## src/rtl/core/sle_pkg.sv

```systemverilog
// ============================================================================
// Serial line editor package
// Shared types, codes, character constants and the control store.
// ============================================================================
package sle_pkg;

    localparam int SLE_LINE_CAPACITY = 16;

    // Result kinds
    localparam logic [1:0] K_ECHO = 2'd0;
    localparam logic [1:0] K_LINE = 2'd1;
    localparam logic [1:0] K_EOF  = 2'd2;
    localparam logic [1:0] K_ERR  = 2'd3;

    // Characters
    localparam logic [7:0] CH_ETX = 8'h03;
    localparam logic [7:0] CH_BEL = 8'h07;
    localparam logic [7:0] CH_BS  = 8'h08;
    localparam logic [7:0] CH_TAB = 8'h09;
    localparam logic [7:0] CH_NL  = 8'h0A;
    localparam logic [7:0] CH_CR  = 8'h0D;
    localparam logic [7:0] CH_DC2 = 8'h12;
    localparam logic [7:0] CH_NAK = 8'h15;
    localparam logic [7:0] CH_ETB = 8'h17;
    localparam logic [7:0] CH_SP  = 8'h20;
    localparam logic [7:0] CH_TLD = 8'h7E;
    localparam logic [7:0] CH_DEL = 8'h7F;
    localparam logic [7:0] CH_NBS = 8'hA0;

    // Request classes
    typedef logic [3:0] t_cls;
    localparam t_cls CL_NONE    = 4'd0;
    localparam t_cls CL_EOF     = 4'd1;
    localparam t_cls CL_ERR     = 4'd2;
    localparam t_cls CL_LINE    = 4'd3;
    localparam t_cls CL_PRINT   = 4'd4;
    localparam t_cls CL_ERASE   = 4'd5;
    localparam t_cls CL_REPRINT = 4'd6;
    localparam t_cls CL_KILL    = 4'd7;
    localparam t_cls CL_WERASE  = 4'd8;

    // Sequencer operations
    localparam logic [2:0] SQ_ADV  = 3'd0;
    localparam logic [2:0] SQ_JMP  = 3'd1;
    localparam logic [2:0] SQ_JIF  = 3'd2;
    localparam logic [2:0] SQ_DISP = 3'd3;
    localparam logic [2:0] SQ_IDLE = 3'd4;
    localparam logic [2:0] SQ_FIN  = 3'd5;

    // Jump conditions
    localparam logic [1:0] CD_FILL_ZERO = 2'd0;
    localparam logic [1:0] CD_FULL      = 2'd1;
    localparam logic [1:0] CD_IDX_END   = 2'd2;
    localparam logic [1:0] CD_RD_SPACE  = 2'd3;

    // Character sources
    localparam logic [1:0] CS_CONST = 2'd0;
    localparam logic [1:0] CS_BYTE  = 2'd1;
    localparam logic [1:0] CS_RDATA = 2'd2;

    // Counter operations
    localparam logic [1:0] CO_HOLD = 2'd0;
    localparam logic [1:0] CO_CLR  = 2'd1;
    localparam logic [1:0] CO_INC  = 2'd2;
    localparam logic [1:0] CO_DEC  = 2'd3;

    // Read address select
    localparam logic RS_IDX    = 1'b0;
    localparam logic RS_FILLM1 = 1'b1;

    typedef logic [4:0] t_step;

    localparam t_step ST_IDLE      = 5'd0;
    localparam t_step ST_DISP      = 5'd1;
    localparam t_step ST_EOF       = 5'd2;
    localparam t_step ST_ERR       = 5'd3;
    localparam t_step ST_LINE      = 5'd4;
    localparam t_step ST_LINE_LOOP = 5'd5;
    localparam t_step ST_LINE_CHAR = 5'd6;
    localparam t_step ST_LINE_NL   = 5'd7;
    localparam t_step ST_PRINT     = 5'd8;
    localparam t_step ST_STORE     = 5'd9;
    localparam t_step ST_BELL      = 5'd10;
    localparam t_step ST_ERASE     = 5'd11;
    localparam t_step ST_ER_BS1    = 5'd12;
    localparam t_step ST_ER_SP     = 5'd13;
    localparam t_step ST_ER_BS2    = 5'd14;
    localparam t_step ST_KILL      = 5'd15;
    localparam t_step ST_KL_BS1    = 5'd16;
    localparam t_step ST_KL_SP     = 5'd17;
    localparam t_step ST_KL_BS2    = 5'd18;
    localparam t_step ST_WERASE    = 5'd19;
    localparam t_step ST_WE_CHK    = 5'd20;
    localparam t_step ST_WE_BS1    = 5'd21;
    localparam t_step ST_WE_SP     = 5'd22;
    localparam t_step ST_WE_BS2    = 5'd23;
    localparam t_step ST_REPRINT   = 5'd24;
    localparam t_step ST_RP_LOOP   = 5'd25;
    localparam t_step ST_RP_CHAR   = 5'd26;
    localparam t_step ST_FIN       = 5'd27;

    typedef struct packed {
        logic [2:0] seq_op;
        logic [1:0] cond;
        t_step      target;
        logic       emit;
        logic [1:0] kind;
        logic [1:0] csrc;
        logic [7:0] cchar;
        logic [1:0] fill_op;
        logic [1:0] idx_op;
        logic       wr;
        logic       rd;
        logic       rd_sel;
    } t_uword;

    typedef struct packed {
        logic       idle;
        logic       emit;
        logic [1:0] kind;
        logic [1:0] csrc;
        logic [7:0] cchar;
        logic [1:0] fill_op;
        logic [1:0] idx_op;
        logic       wr;
        logic       rd;
        logic       rd_sel;
        logic       flush;
    } t_ctrl;

    typedef struct packed {
        logic in_valid;
        t_cls cls;
        logic fill_zero;
        logic full;
        logic idx_end;
        logic rd_space;
        logic out_block;
    } t_flags;

    function automatic logic [7:0] sle_norm(input logic [7:0] c);
        logic [7:0] r;
        r = c;
        if (c == CH_CR) r = CH_NL;
        if (c == CH_TAB) r = CH_SP;
        return r;
    endfunction

    function automatic t_cls sle_classify(input logic [7:0] c, input logic fe,
                                          input logic ovr);
        t_cls r;
        priority if (fe) r = CL_EOF;
        else if (ovr) r = CL_ERR;
        else if (c == CH_NL) r = CL_LINE;
        else if ((c >= CH_SP && c <= CH_TLD) || c >= CH_NBS) r = CL_PRINT;
        else if (c == CH_ETX) r = CL_ERR;
        else if (c == CH_BS || c == CH_DEL) r = CL_ERASE;
        else if (c == CH_DC2) r = CL_REPRINT;
        else if (c == CH_NAK) r = CL_KILL;
        else if (c == CH_ETB) r = CL_WERASE;
        else r = CL_NONE;
        return r;
    endfunction

    function automatic t_step sle_entry(input t_cls cls);
        t_step r;
        unique case (cls)
            CL_EOF:     r = ST_EOF;
            CL_ERR:     r = ST_ERR;
            CL_LINE:    r = ST_LINE;
            CL_PRINT:   r = ST_PRINT;
            CL_ERASE:   r = ST_ERASE;
            CL_REPRINT: r = ST_REPRINT;
            CL_KILL:    r = ST_KILL;
            CL_WERASE:  r = ST_WERASE;
            default:    r = ST_FIN;
        endcase
        return r;
    endfunction

    function automatic t_uword sle_ucode(input t_step step);
        t_uword u;
        u = '0;
        u.seq_op = SQ_ADV;
        unique case (step)
            ST_IDLE: u.seq_op = SQ_IDLE;
            ST_DISP: u.seq_op = SQ_DISP;
            ST_EOF: begin
                u.emit = 1'b1; u.kind = K_EOF; u.fill_op = CO_CLR;
                u.seq_op = SQ_JMP; u.target = ST_FIN;
            end
            ST_ERR: begin
                u.emit = 1'b1; u.kind = K_ERR; u.fill_op = CO_CLR;
                u.seq_op = SQ_JMP; u.target = ST_FIN;
            end
            ST_LINE: begin
                u.emit = 1'b1; u.cchar = CH_NL; u.idx_op = CO_CLR;
            end
            ST_LINE_LOOP: begin
                u.seq_op = SQ_JIF; u.cond = CD_IDX_END; u.target = ST_LINE_NL;
                u.rd = 1'b1; u.rd_sel = RS_IDX;
            end
            ST_LINE_CHAR: begin
                u.emit = 1'b1; u.kind = K_LINE; u.csrc = CS_RDATA; u.idx_op = CO_INC;
                u.seq_op = SQ_JMP; u.target = ST_LINE_LOOP;
            end
            ST_LINE_NL: begin
                u.emit = 1'b1; u.kind = K_LINE; u.cchar = CH_NL; u.fill_op = CO_CLR;
                u.seq_op = SQ_JMP; u.target = ST_FIN;
            end
            ST_PRINT: begin
                u.seq_op = SQ_JIF; u.cond = CD_FULL; u.target = ST_BELL;
            end
            ST_STORE: begin
                u.wr = 1'b1; u.fill_op = CO_INC; u.emit = 1'b1; u.csrc = CS_BYTE;
                u.seq_op = SQ_JMP; u.target = ST_FIN;
            end
            ST_BELL: begin
                u.emit = 1'b1; u.cchar = CH_BEL;
                u.seq_op = SQ_JMP; u.target = ST_FIN;
            end
            ST_ERASE: begin
                u.seq_op = SQ_JIF; u.cond = CD_FILL_ZERO; u.target = ST_FIN;
            end
            ST_ER_BS1: begin u.emit = 1'b1; u.cchar = CH_BS; end
            ST_ER_SP:  begin u.emit = 1'b1; u.cchar = CH_SP; end
            ST_ER_BS2: begin
                u.emit = 1'b1; u.cchar = CH_BS; u.fill_op = CO_DEC;
                u.seq_op = SQ_JMP; u.target = ST_FIN;
            end
            ST_KILL: begin
                u.seq_op = SQ_JIF; u.cond = CD_FILL_ZERO; u.target = ST_FIN;
            end
            ST_KL_BS1: begin u.emit = 1'b1; u.cchar = CH_BS; end
            ST_KL_SP:  begin u.emit = 1'b1; u.cchar = CH_SP; end
            ST_KL_BS2: begin
                u.emit = 1'b1; u.cchar = CH_BS; u.fill_op = CO_DEC;
                u.seq_op = SQ_JMP; u.target = ST_KILL;
            end
            ST_WERASE: begin
                u.seq_op = SQ_JIF; u.cond = CD_FILL_ZERO; u.target = ST_FIN;
                u.rd = 1'b1; u.rd_sel = RS_FILLM1;
            end
            ST_WE_CHK: begin
                u.seq_op = SQ_JIF; u.cond = CD_RD_SPACE; u.target = ST_FIN;
            end
            ST_WE_BS1: begin u.emit = 1'b1; u.cchar = CH_BS; end
            ST_WE_SP:  begin u.emit = 1'b1; u.cchar = CH_SP; end
            ST_WE_BS2: begin
                u.emit = 1'b1; u.cchar = CH_BS; u.fill_op = CO_DEC;
                u.seq_op = SQ_JMP; u.target = ST_WERASE;
            end
            ST_REPRINT: begin
                u.emit = 1'b1; u.cchar = CH_CR; u.idx_op = CO_CLR;
            end
            ST_RP_LOOP: begin
                u.seq_op = SQ_JIF; u.cond = CD_IDX_END; u.target = ST_FIN;
                u.rd = 1'b1; u.rd_sel = RS_IDX;
            end
            ST_RP_CHAR: begin
                u.emit = 1'b1; u.csrc = CS_RDATA; u.idx_op = CO_INC;
                u.seq_op = SQ_JMP; u.target = ST_RP_LOOP;
            end
            default: u.seq_op = SQ_FIN;
        endcase
        return u;
    endfunction

endpackage

```

## src/rtl/core/serial_line_editor_top.sv

```systemverilog
// ============================================================================
// Serial line editor
// Canonical line editing of a received byte stream, run by a microsequencer.
// ============================================================================
//  Channel | Handshake          | Fields
//  in      | i_valid / o_stall  | i_rx_byte, i_framing_error, i_overrun
//  out     | o_valid / i_stall  | o_kind, o_out_char, o_last
//
//  One request at a time; the sequencer steps once per cycle through the control store
//  unless a stalled output holds it. A request is taken only in the idle step, so the
//  next one waits until the current one is finished and the sequencer is idle again.
//  Results leave through a one-deep staging register and an output register;
//  a stalled output holds the sequencer at its next emit or finish step.
//  Synchronous reset empties the line; the line store itself is not cleared.
module serial_line_editor_top #(
    parameter int LINE_CAPACITY = sle_pkg::SLE_LINE_CAPACITY
) (
    input  logic       i_clk,
    input  logic       i_rst_n,
    input  logic       i_valid,
    output logic       o_stall,
    input  logic [7:0] i_rx_byte,
    input  logic       i_framing_error,
    input  logic       i_overrun,
    output logic       o_valid,
    input  logic       i_stall,
    output logic [1:0] o_kind,
    output logic [7:0] o_out_char,
    output logic       o_last
);

    import sle_pkg::*;

    localparam int FW = $clog2(LINE_CAPACITY);
    localparam logic [FW-1:0] FULL_AT = FW'(LINE_CAPACITY - 1);

    t_ctrl         ctrl;
    t_flags        flags;
    logic          accept;
    logic [7:0]    r_byte;
    t_cls          r_cls;
    logic [FW-1:0] r_fill;
    logic [FW-1:0] r_idx;
    logic [FW-1:0] raddr;
    logic [7:0]    rdata;
    logic [7:0]    emit_char;
    logic          r_pend_valid;
    logic [1:0]    r_pend_kind;
    logic [7:0]    r_pend_char;
    logic          r_out_valid;
    logic [1:0]    r_out_kind;
    logic [7:0]    r_out_char;
    logic          r_out_last;

    sle_seq u_seq (
        .i_clk   (i_clk),
        .i_rst_n (i_rst_n),
        .i_flags (flags),
        .o_ctrl  (ctrl)
    );

    assign raddr = (ctrl.rd_sel == RS_FILLM1) ? r_fill - FW'(1) : r_idx;

    sle_ram #(
        .WIDTH (8),
        .DEPTH (LINE_CAPACITY)
    ) u_line (
        .i_clk   (i_clk),
        .i_we    (ctrl.wr),
        .i_waddr (r_fill),
        .i_wdata (r_byte),
        .i_re    (ctrl.rd),
        .i_raddr (raddr),
        .o_rdata (rdata)
    );

    assign o_stall = !ctrl.idle;
    assign accept  = i_valid && ctrl.idle;

    always_comb begin
        flags.in_valid  = i_valid;
        flags.cls       = r_cls;
        flags.fill_zero = (r_fill == '0);
        flags.full      = (r_fill >= FULL_AT);
        flags.idx_end   = (r_idx == r_fill);
        flags.rd_space  = (rdata == CH_SP);
        flags.out_block = r_pend_valid && r_out_valid && i_stall;
    end

    always_ff @(posedge i_clk) begin
        if (accept) begin
            r_byte <= sle_norm(i_rx_byte);
            r_cls  <= sle_classify(sle_norm(i_rx_byte), i_framing_error, i_overrun);
        end
    end

    always_ff @(posedge i_clk) begin
        if (!i_rst_n) begin
            r_fill <= '0;
        end else begin
            unique case (ctrl.fill_op)
                CO_CLR:  r_fill <= '0;
                CO_INC:  r_fill <= r_fill + FW'(1);
                CO_DEC:  r_fill <= r_fill - FW'(1);
                default: r_fill <= r_fill;
            endcase
        end
    end

    always_ff @(posedge i_clk) begin
        unique case (ctrl.idx_op)
            CO_CLR:  r_idx <= '0;
            CO_INC:  r_idx <= r_idx + FW'(1);
            default: r_idx <= r_idx;
        endcase
    end

    always_comb begin
        unique case (ctrl.csrc)
            CS_BYTE:  emit_char = r_byte;
            CS_RDATA: emit_char = rdata;
            default:  emit_char = ctrl.cchar;
        endcase
    end

    // Stage each result one step so the final one can be marked last
    always_ff @(posedge i_clk) begin
        if (!i_rst_n) begin
            r_pend_valid <= 1'b0;
            r_out_valid  <= 1'b0;
        end else begin
            if (ctrl.emit) begin
                r_pend_valid <= 1'b1;
            end else if (ctrl.flush && r_pend_valid) begin
                r_pend_valid <= 1'b0;
            end
            if ((ctrl.emit || ctrl.flush) && r_pend_valid) begin
                r_out_valid <= 1'b1;
            end else if (r_out_valid && !i_stall) begin
                r_out_valid <= 1'b0;
            end
        end
    end

    always_ff @(posedge i_clk) begin
        if (ctrl.emit) begin
            if (r_pend_valid) begin
                r_out_kind <= r_pend_kind;
                r_out_char <= r_pend_char;
                r_out_last <= 1'b0;
            end
            r_pend_kind <= ctrl.kind;
            r_pend_char <= emit_char;
        end else if (ctrl.flush && r_pend_valid) begin
            r_out_kind <= r_pend_kind;
            r_out_char <= r_pend_char;
            r_out_last <= 1'b1;
        end
    end

    assign o_valid    = r_out_valid;
    assign o_kind     = r_out_kind;
    assign o_out_char = r_out_char;
    assign o_last     = r_out_last;

endmodule

```

## src/rtl/core/sle_ram.sv

```systemverilog
// ============================================================================
// Generic RAM
// One write port, one read port with registered read data.
// ============================================================================
module sle_ram #(
    parameter int WIDTH = 8,
    parameter int DEPTH = 16
) (
    input  logic                     i_clk,
    input  logic                     i_we,
    input  logic [$clog2(DEPTH)-1:0] i_waddr,
    input  logic [WIDTH-1:0]         i_wdata,
    input  logic                     i_re,
    input  logic [$clog2(DEPTH)-1:0] i_raddr,
    output logic [WIDTH-1:0]         o_rdata
);

    logic [WIDTH-1:0] r_mem [DEPTH];
    logic [WIDTH-1:0] r_rdata;

    always_ff @(posedge i_clk) begin
        if (i_we) begin
            r_mem[i_waddr] <= i_wdata;
        end
        if (i_re) begin
            r_rdata <= r_mem[i_raddr];
        end
    end

    assign o_rdata = r_rdata;

endmodule

```

## src/rtl/core/sle_seq.sv

```systemverilog
// ============================================================================
// Serial line editor sequencer
// Step counter over the control store, with dispatch and conditional jumps.
// ============================================================================
module sle_seq (
    input  logic            i_clk,
    input  logic            i_rst_n,
    input  sle_pkg::t_flags i_flags,
    output sle_pkg::t_ctrl  o_ctrl
);

    import sle_pkg::*;

    t_step  r_step;
    t_step  n_step;
    t_uword uw;
    logic   cond_true;
    logic   hold;

    assign uw = sle_ucode(r_step);

    always_comb begin
        unique case (uw.cond)
            CD_FILL_ZERO: cond_true = i_flags.fill_zero;
            CD_FULL:      cond_true = i_flags.full;
            CD_IDX_END:   cond_true = i_flags.idx_end;
            CD_RD_SPACE:  cond_true = i_flags.rd_space;
            default:      cond_true = 1'b0;
        endcase
    end

    // Wait while the staged result cannot move on
    assign hold = (uw.emit || uw.seq_op == SQ_FIN) && i_flags.out_block;

    always_comb begin
        unique case (uw.seq_op)
            SQ_IDLE: n_step = i_flags.in_valid ? ST_DISP : r_step;
            SQ_ADV:  n_step = r_step + t_step'(1);
            SQ_JMP:  n_step = uw.target;
            SQ_JIF:  n_step = cond_true ? uw.target : r_step + t_step'(1);
            SQ_DISP: n_step = sle_entry(i_flags.cls);
            SQ_FIN:  n_step = ST_IDLE;
            default: n_step = ST_IDLE;
        endcase
        if (hold) n_step = r_step;
    end

    always_ff @(posedge i_clk) begin
        if (!i_rst_n) begin
            r_step <= ST_IDLE;
        end else begin
            r_step <= n_step;
        end
    end

    always_comb begin
        o_ctrl.idle    = (uw.seq_op == SQ_IDLE);
        o_ctrl.emit    = uw.emit && !hold;
        o_ctrl.kind    = uw.kind;
        o_ctrl.csrc    = uw.csrc;
        o_ctrl.cchar   = uw.cchar;
        o_ctrl.fill_op = hold ? CO_HOLD : uw.fill_op;
        o_ctrl.idx_op  = hold ? CO_HOLD : uw.idx_op;
        o_ctrl.wr      = uw.wr && !hold;
        o_ctrl.rd      = uw.rd && !hold;
        o_ctrl.rd_sel  = uw.rd_sel;
        o_ctrl.flush   = (uw.seq_op == SQ_FIN) && !hold;
    end

endmodule

```

## config.mk

```make
export PLATFORM = sky130hd
export DESIGN_NAME = serial_line_editor_top
export DESIGN_NICKNAME = d
export VERILOG_FILES = /design/src/rtl/core/sle_pkg.sv /design/src/rtl/core/serial_line_editor_top.sv /design/src/rtl/core/sle_ram.sv /design/src/rtl/core/sle_seq.sv
export SDC_FILE = /design/constraint.sdc
export NUM_CORES = 1
export LEC_CHECK = 0
export BUFFER_PORTS_ARGS = -buffer_cell sky130_fd_sc_hd__buf_2
export CAP_MARGIN = 20
export CORE_MARGIN = 2
export CORE_UTILIZATION = 50
export DETAILED_ROUTE_END_ITERATION = 10
export PLACE_DENSITY = 0.66
export SLEW_MARGIN = 20
export SYNTH_ARGS = -nofsm -noshare
export SYNTH_HDL_FRONTEND = slang
export SYNTH_HIERARCHICAL = 1
export SYNTH_SLANG_ARGS = --single-unit
```

## constraint.sdc

```tcl
create_clock -name i_clk -period 10.7 [get_ports i_clk]
set_input_delay 0.535 -clock i_clk [delete_from_list [all_inputs] [get_ports i_clk]]
set_output_delay 0.535 -clock i_clk [all_outputs]
set_load 0.01 [all_outputs]
```

# == Yosys cells after proc, flatten, opt, wreduce, memory -nomap -nowiden ==
# Memories as Yosys holds them, arrays and structs flattened. A register that Yosys moved wholly into a read port is not among the register bits.
# Index checks and enable logic that the tools add are counted.
# op_classes
addsub,4
n_lt_le_gt_ge,4
eq_ne,54
n_mux,47
bitwise_logic,1
n_reduce_logical,45
# ops
operator,n
5-bit equality test (second input constant),11
8-bit 2-to-1 mux,6
5-bit by 4-bit equality test with 1-bit output (second input constant),8
5-bit one-hot mux with 7 select lines,1
8-bit by 4-bit equality test with 1-bit output (second input constant),4
6-bit one-hot mux with 5 select lines,1
5-bit one-hot mux with 5 select lines,1
8-bit by 5-bit equality test with 1-bit output (second input constant),3
5-bit by 3-bit equality test with 1-bit output (second input constant),4
2-bit one-hot mux with 3 select lines,3
18-bit OR reduction,1
8-bit one-hot mux with 2 select lines,1
8-bit OR reduction,2
3-bit 2-to-1 mux,5
3-bit one-hot mux with 5 select lines,1
2-bit 2-to-1 mux,7
2-bit equality test (second input constant),6
1-bit logical AND,12
2-bit one-hot mux with 2 select lines,3
4-bit one-hot mux with 3 select lines,1
3-bit OR reduction,4
1-bit 2-to-1 mux,11
11-bit OR reduction,1
5-bit by 2-bit equality test with 1-bit output (second input constant),2
36 further kinds,56
# totals
register_bits,48
ram_bits,128
mem_bits_ro,80
input_bits,14
word_cells,171
n_memories,2
# memory_table
memory,depth,width,rd,rd_clocked_by_memory_dff,wr,line,source
u_line.r_mem,16,8,1,1,1,sle_ram.sv:18,logic [WIDTH-1:0] r_mem [DEPTH];
(no name shown),16,5,1,0,0,sle_pkg.sv:167,unique case (cls)

# == Depth between registers and ports, before layout ==
# depth
ltp_word,15
depth_mapped,14
mapped_depth_nobuf,11

# == Hierarchy ==
# Netlist, hierarchy kept.
# modules_own_cells
module,n_inst,cells_per_inst,area_each_um2,seq_area_each_um2
sle_ram,1,229,5227.5,4083.9
serial_line_editor_top,1,188,2139.6,1231.2
sle_seq,1,211,1383.8,100.1

# == Worst setup path before layout ==
# OpenSTA, ideal clock, no wires.
# synth_timing
path_type,reg2reg
startpoint,register u_seq.r_step[2]
endpoint,"memory u_line.r_mem[0][0], enable pin"
setup_time_ns,0.383
arrival_time_ns,3.233
t_required_ns,10.317
path_slack_ns,7.084
stages_incl_launch_ff,12
n_path_buf,3
path_cell_list,dfxtp_1 > buf_4 > buf_2 > buf_1 > and3_1 > ha_1 > a211o_1 > or3_1 > o22ai_1 > nor4_1 > or3b_2 > nor3_1
# synth_lines
element,line,source
from (decl),sle_seq.sv:14,t_step r_step;
from (signal assigned),sle_seq.sv:52,r_step <= n_step;
to (decl),sle_ram.sv:18,

==> results.sh <==
export IMPL_status="finished, final reports clean"
export IMPL_ys_seq_area_frac=0.619
export IMPL_synth_flop_cell="edfxtp_1"
export IMPL_io_pins=27
export IMPL_skew_ns=0.0113
export IMPL_cts_hold_buffers=0
export IMPL_via_per_inst=6.25
export IMPL_max_freq_ghz=0.203
export IMPL_finalPower_w=0.00160
export IMPL_final_max_slew_violation_count=0
export IMPL_async_flop_share=0
export IMPL_synth_area_leaders="edfxtp_1 59%, mux4_2 4.6%, mux4_1 4.2%"
export IMPL_min_period_over_period=0.461
export IMPL_die_w_um=136
export IMPL_initialDrtViolationCount=695
export IMPL_path_cells="nand2b_1 -> a32oi_1 -> a211oi_1 -> o22ai_1 -> nor4_2 -> or3b_2 -> nor3_1"
export IMPL_portBuffers=26
export IMPL_yosysMostFrequentCell="edfxtp_1"
export IMPL_ir_drop_mv=0.122
export IMPL_setup_viol=0
export IMPL_cts_made_buffers=17
export IMPL_finalSetupTns_ns=0
export IMPL_core_area_mm2=0.0172
export IMPL_critPathBufInv=0
export IMPL_synth_seq_cells=184
export IMPL_critPathLaunchType="flip-flop"
export IMPL_numClockSinks=184
export IMPL_syn2layout_area_growth_pct=8.91
export IMPL_drc=0
export IMPL_crit_type="reg -> reg"
export IMPL_grt_pass1_vias=5159
export IMPL_rsz0062_at_grt="no"
export IMPL_crit_path_max_fanout=29
export IMPL_endpoint_kind="flip-flop"
export IMPL_cp_top_family="simple AND/OR/NAND/NOR gates"
export IMPL_gp_congestion=0.917
export IMPL_max_slew_margin=0.290
export IMPL_fin_crit_ns=4.93
export IMPL_num_vias=5448
export IMPL_crit_slowest_cell="dfxtp_1"
export IMPL_worstMarginPinSlew_ns=1.06
export IMPL_synth_cell_types=73
export IMPL_critPathRequiredTime_ns=10.75
export IMPL_cts_root_buf="clkbuf_16"
export IMPL_fill_cells=1436
export IMPL_first_pass_iters=5
export IMPL_drtAntennaViolNets=0
export IMPL_n_antenna_cell=0
export IMPL_synth_avg_cell_area_um2=13.9
export IMPL_cts_resized=0
export IMPL_post_cts_buffers=0
export IMPL_synth_largest_area_cell="edfxtp_1"
export IMPL_hold_class="in -> reg"
export IMPL_die_area_mm2=0.0186
export IMPL_p_leak_nw=3.14
export IMPL_clock_path_buffers=2
export IMPL_grt_ovfl_total=0
export IMPL_grt_pass1_wl_mm=28.7
export IMPL_syn_instance_count=628
export IMPL_cts_tree="yes"
export IMPL_drv_cap=0
export IMPL_fin_nets=661
export IMPL_powerDensity_mw_per_mm2=168
export IMPL_max_stage_delay_ns=0.93
export IMPL_die_y_um=136
export IMPL_drive_above_1_share=0.155
export IMPL_initial_core_util=0.509
export IMPL_synth_edff_count=173
export IMPL_hpwl_mm=12.3
export IMPL_cts_clk_slew_worst_paths_ns=0.06
export IMPL_antenna_found_initial=0
export IMPL_ys_warn_count=6
export IMPL_syn_area_mm2=0.00875
export IMPL_finalHoldViolations=0
export IMPL_synth_top_area_frac=0.594
export IMPL_h_tree_depth=4
export IMPL_wl_mm=18.5
export IMPL_grt_max_degree=38
export IMPL_wl_per_cell_um=21.2
export IMPL_rows=48
export IMPL_clock_latency_ns=0.42
export IMPL_synth_common_cells="173 x edfxtp_1, 50 x nor2_1, 35 x nand2_1"
export IMPL_crit_arrival_ns=4.98
export IMPL_grt_usage=0.211
-- cells in the final DEF, fill, tap and decap left out, drive strengths merged, types with 5 or more instances in the layout --
cell / netlist / final
a211oi: 5 / 5
a21oi: 25 / 25
a22oi: 25 / 25
and2: 12 / 12
and3: 7 / 7
buf: 26 / 31
clkbuf: 15 / 17
clkinv: 0 / 5
dfxtp: 11 / 11
edfxtp: 173 / 173
ha: 11 / 11
inv: 20 / 24
mux2i: 7 / 7
mux4: 32 / 32
nand2: 35 / 35
nand2b: 12 / 12
nand3: 13 / 13
nand3b: 7 / 7
nor2: 50 / 50
nor2b: 6 / 6
nor3: 16 / 16
nor4: 9 / 9
o211ai: 9 / 9
o21ai: 21 / 21
xor2: 8 / 8
-- through the flow --
step	setup slack (ns)	util	instances	hold slack [ns]	cell area [um2]
after global routing	5.52	0.555	872	0.337	9530
final	5.77	0.555	872	0.338	9530
after global placement	5.92	0.520	842	0.404	8930
after detailed placement	5.66	0.520	842	0.406	8930
after CTS	5.63	0.553	872	0.328	9500
after floorplan	7.08	-	630	0.400	8760
-- cells by family after synthesis --
family / share of synthesized area
simple gates: 0.117
mux: 0.0989
other cells: 0.000429
xor+xnor: 0.0120
fa+ha+maj: 0.0157
compound gates: 0.0967
buf+inv: 0.0409
flops: 0.619
-- metal layers --
layer / GRT usage / part of all wire
met4: 0.0718 / 0.019
met2: 0.323 / 0.47
met1: 0.304 / 0.43
met3: 0.0436 / 0.072
met5: 0 / 0
-- area by class of cell --
cell class / count / area [um2] / area share
timing repair buffer: 31 / 168 / 0.0176
clock inverter: 13 / 146 / 0.0154
sequential: 184 / 5420 / 0.568
tap: 225 / 282 / 0.0295
inverter: 20 / 75.1 / 0.00788
clock buffer: 17 / 425 / 0.0446
multi-input combinational: 382 / 3020 / 0.317
-- final timing paths --
kind | from | end | slack, ns | depth (start not counted)
hold reg to reg | r_pend_char[7] | o_out_char[7] | 0.42 | 0
hold / removal | i_rx_byte[7] | r_byte[7] | 0.34 | 1
setup / recovery | u_seq/r_step[3] | u_line/r_mem[0][5] | 5.77 | 7
setup reg to reg | u_seq/r_step[3] | u_line/r_mem[0][5] | 5.77 | 7
-- flip-flops by register name (all words and copies together) (netlist names) --
name and flops:
o_valid 1, o_out_char 8, r_byte 8, r_pend_char 8, o_kind 2, r_idx 4
u_line/o_rdata 8, r_pend_valid 1, o_last 1, r_fill 4, r_cls 4, u_line/r_mem 128
u_seq/r_step 5, r_pend_kind 2
-- where the power goes --
group | switching [W] | leakage [nW] | internal [W]
Combinational | 0.0000889 | 1.20 | 0.0000396
Sequential | 0.0000347 | 1.66 | 0.000823
Clock | 0.000266 | 0.277 | 0.000345
(Power assumes the default switching activity.)
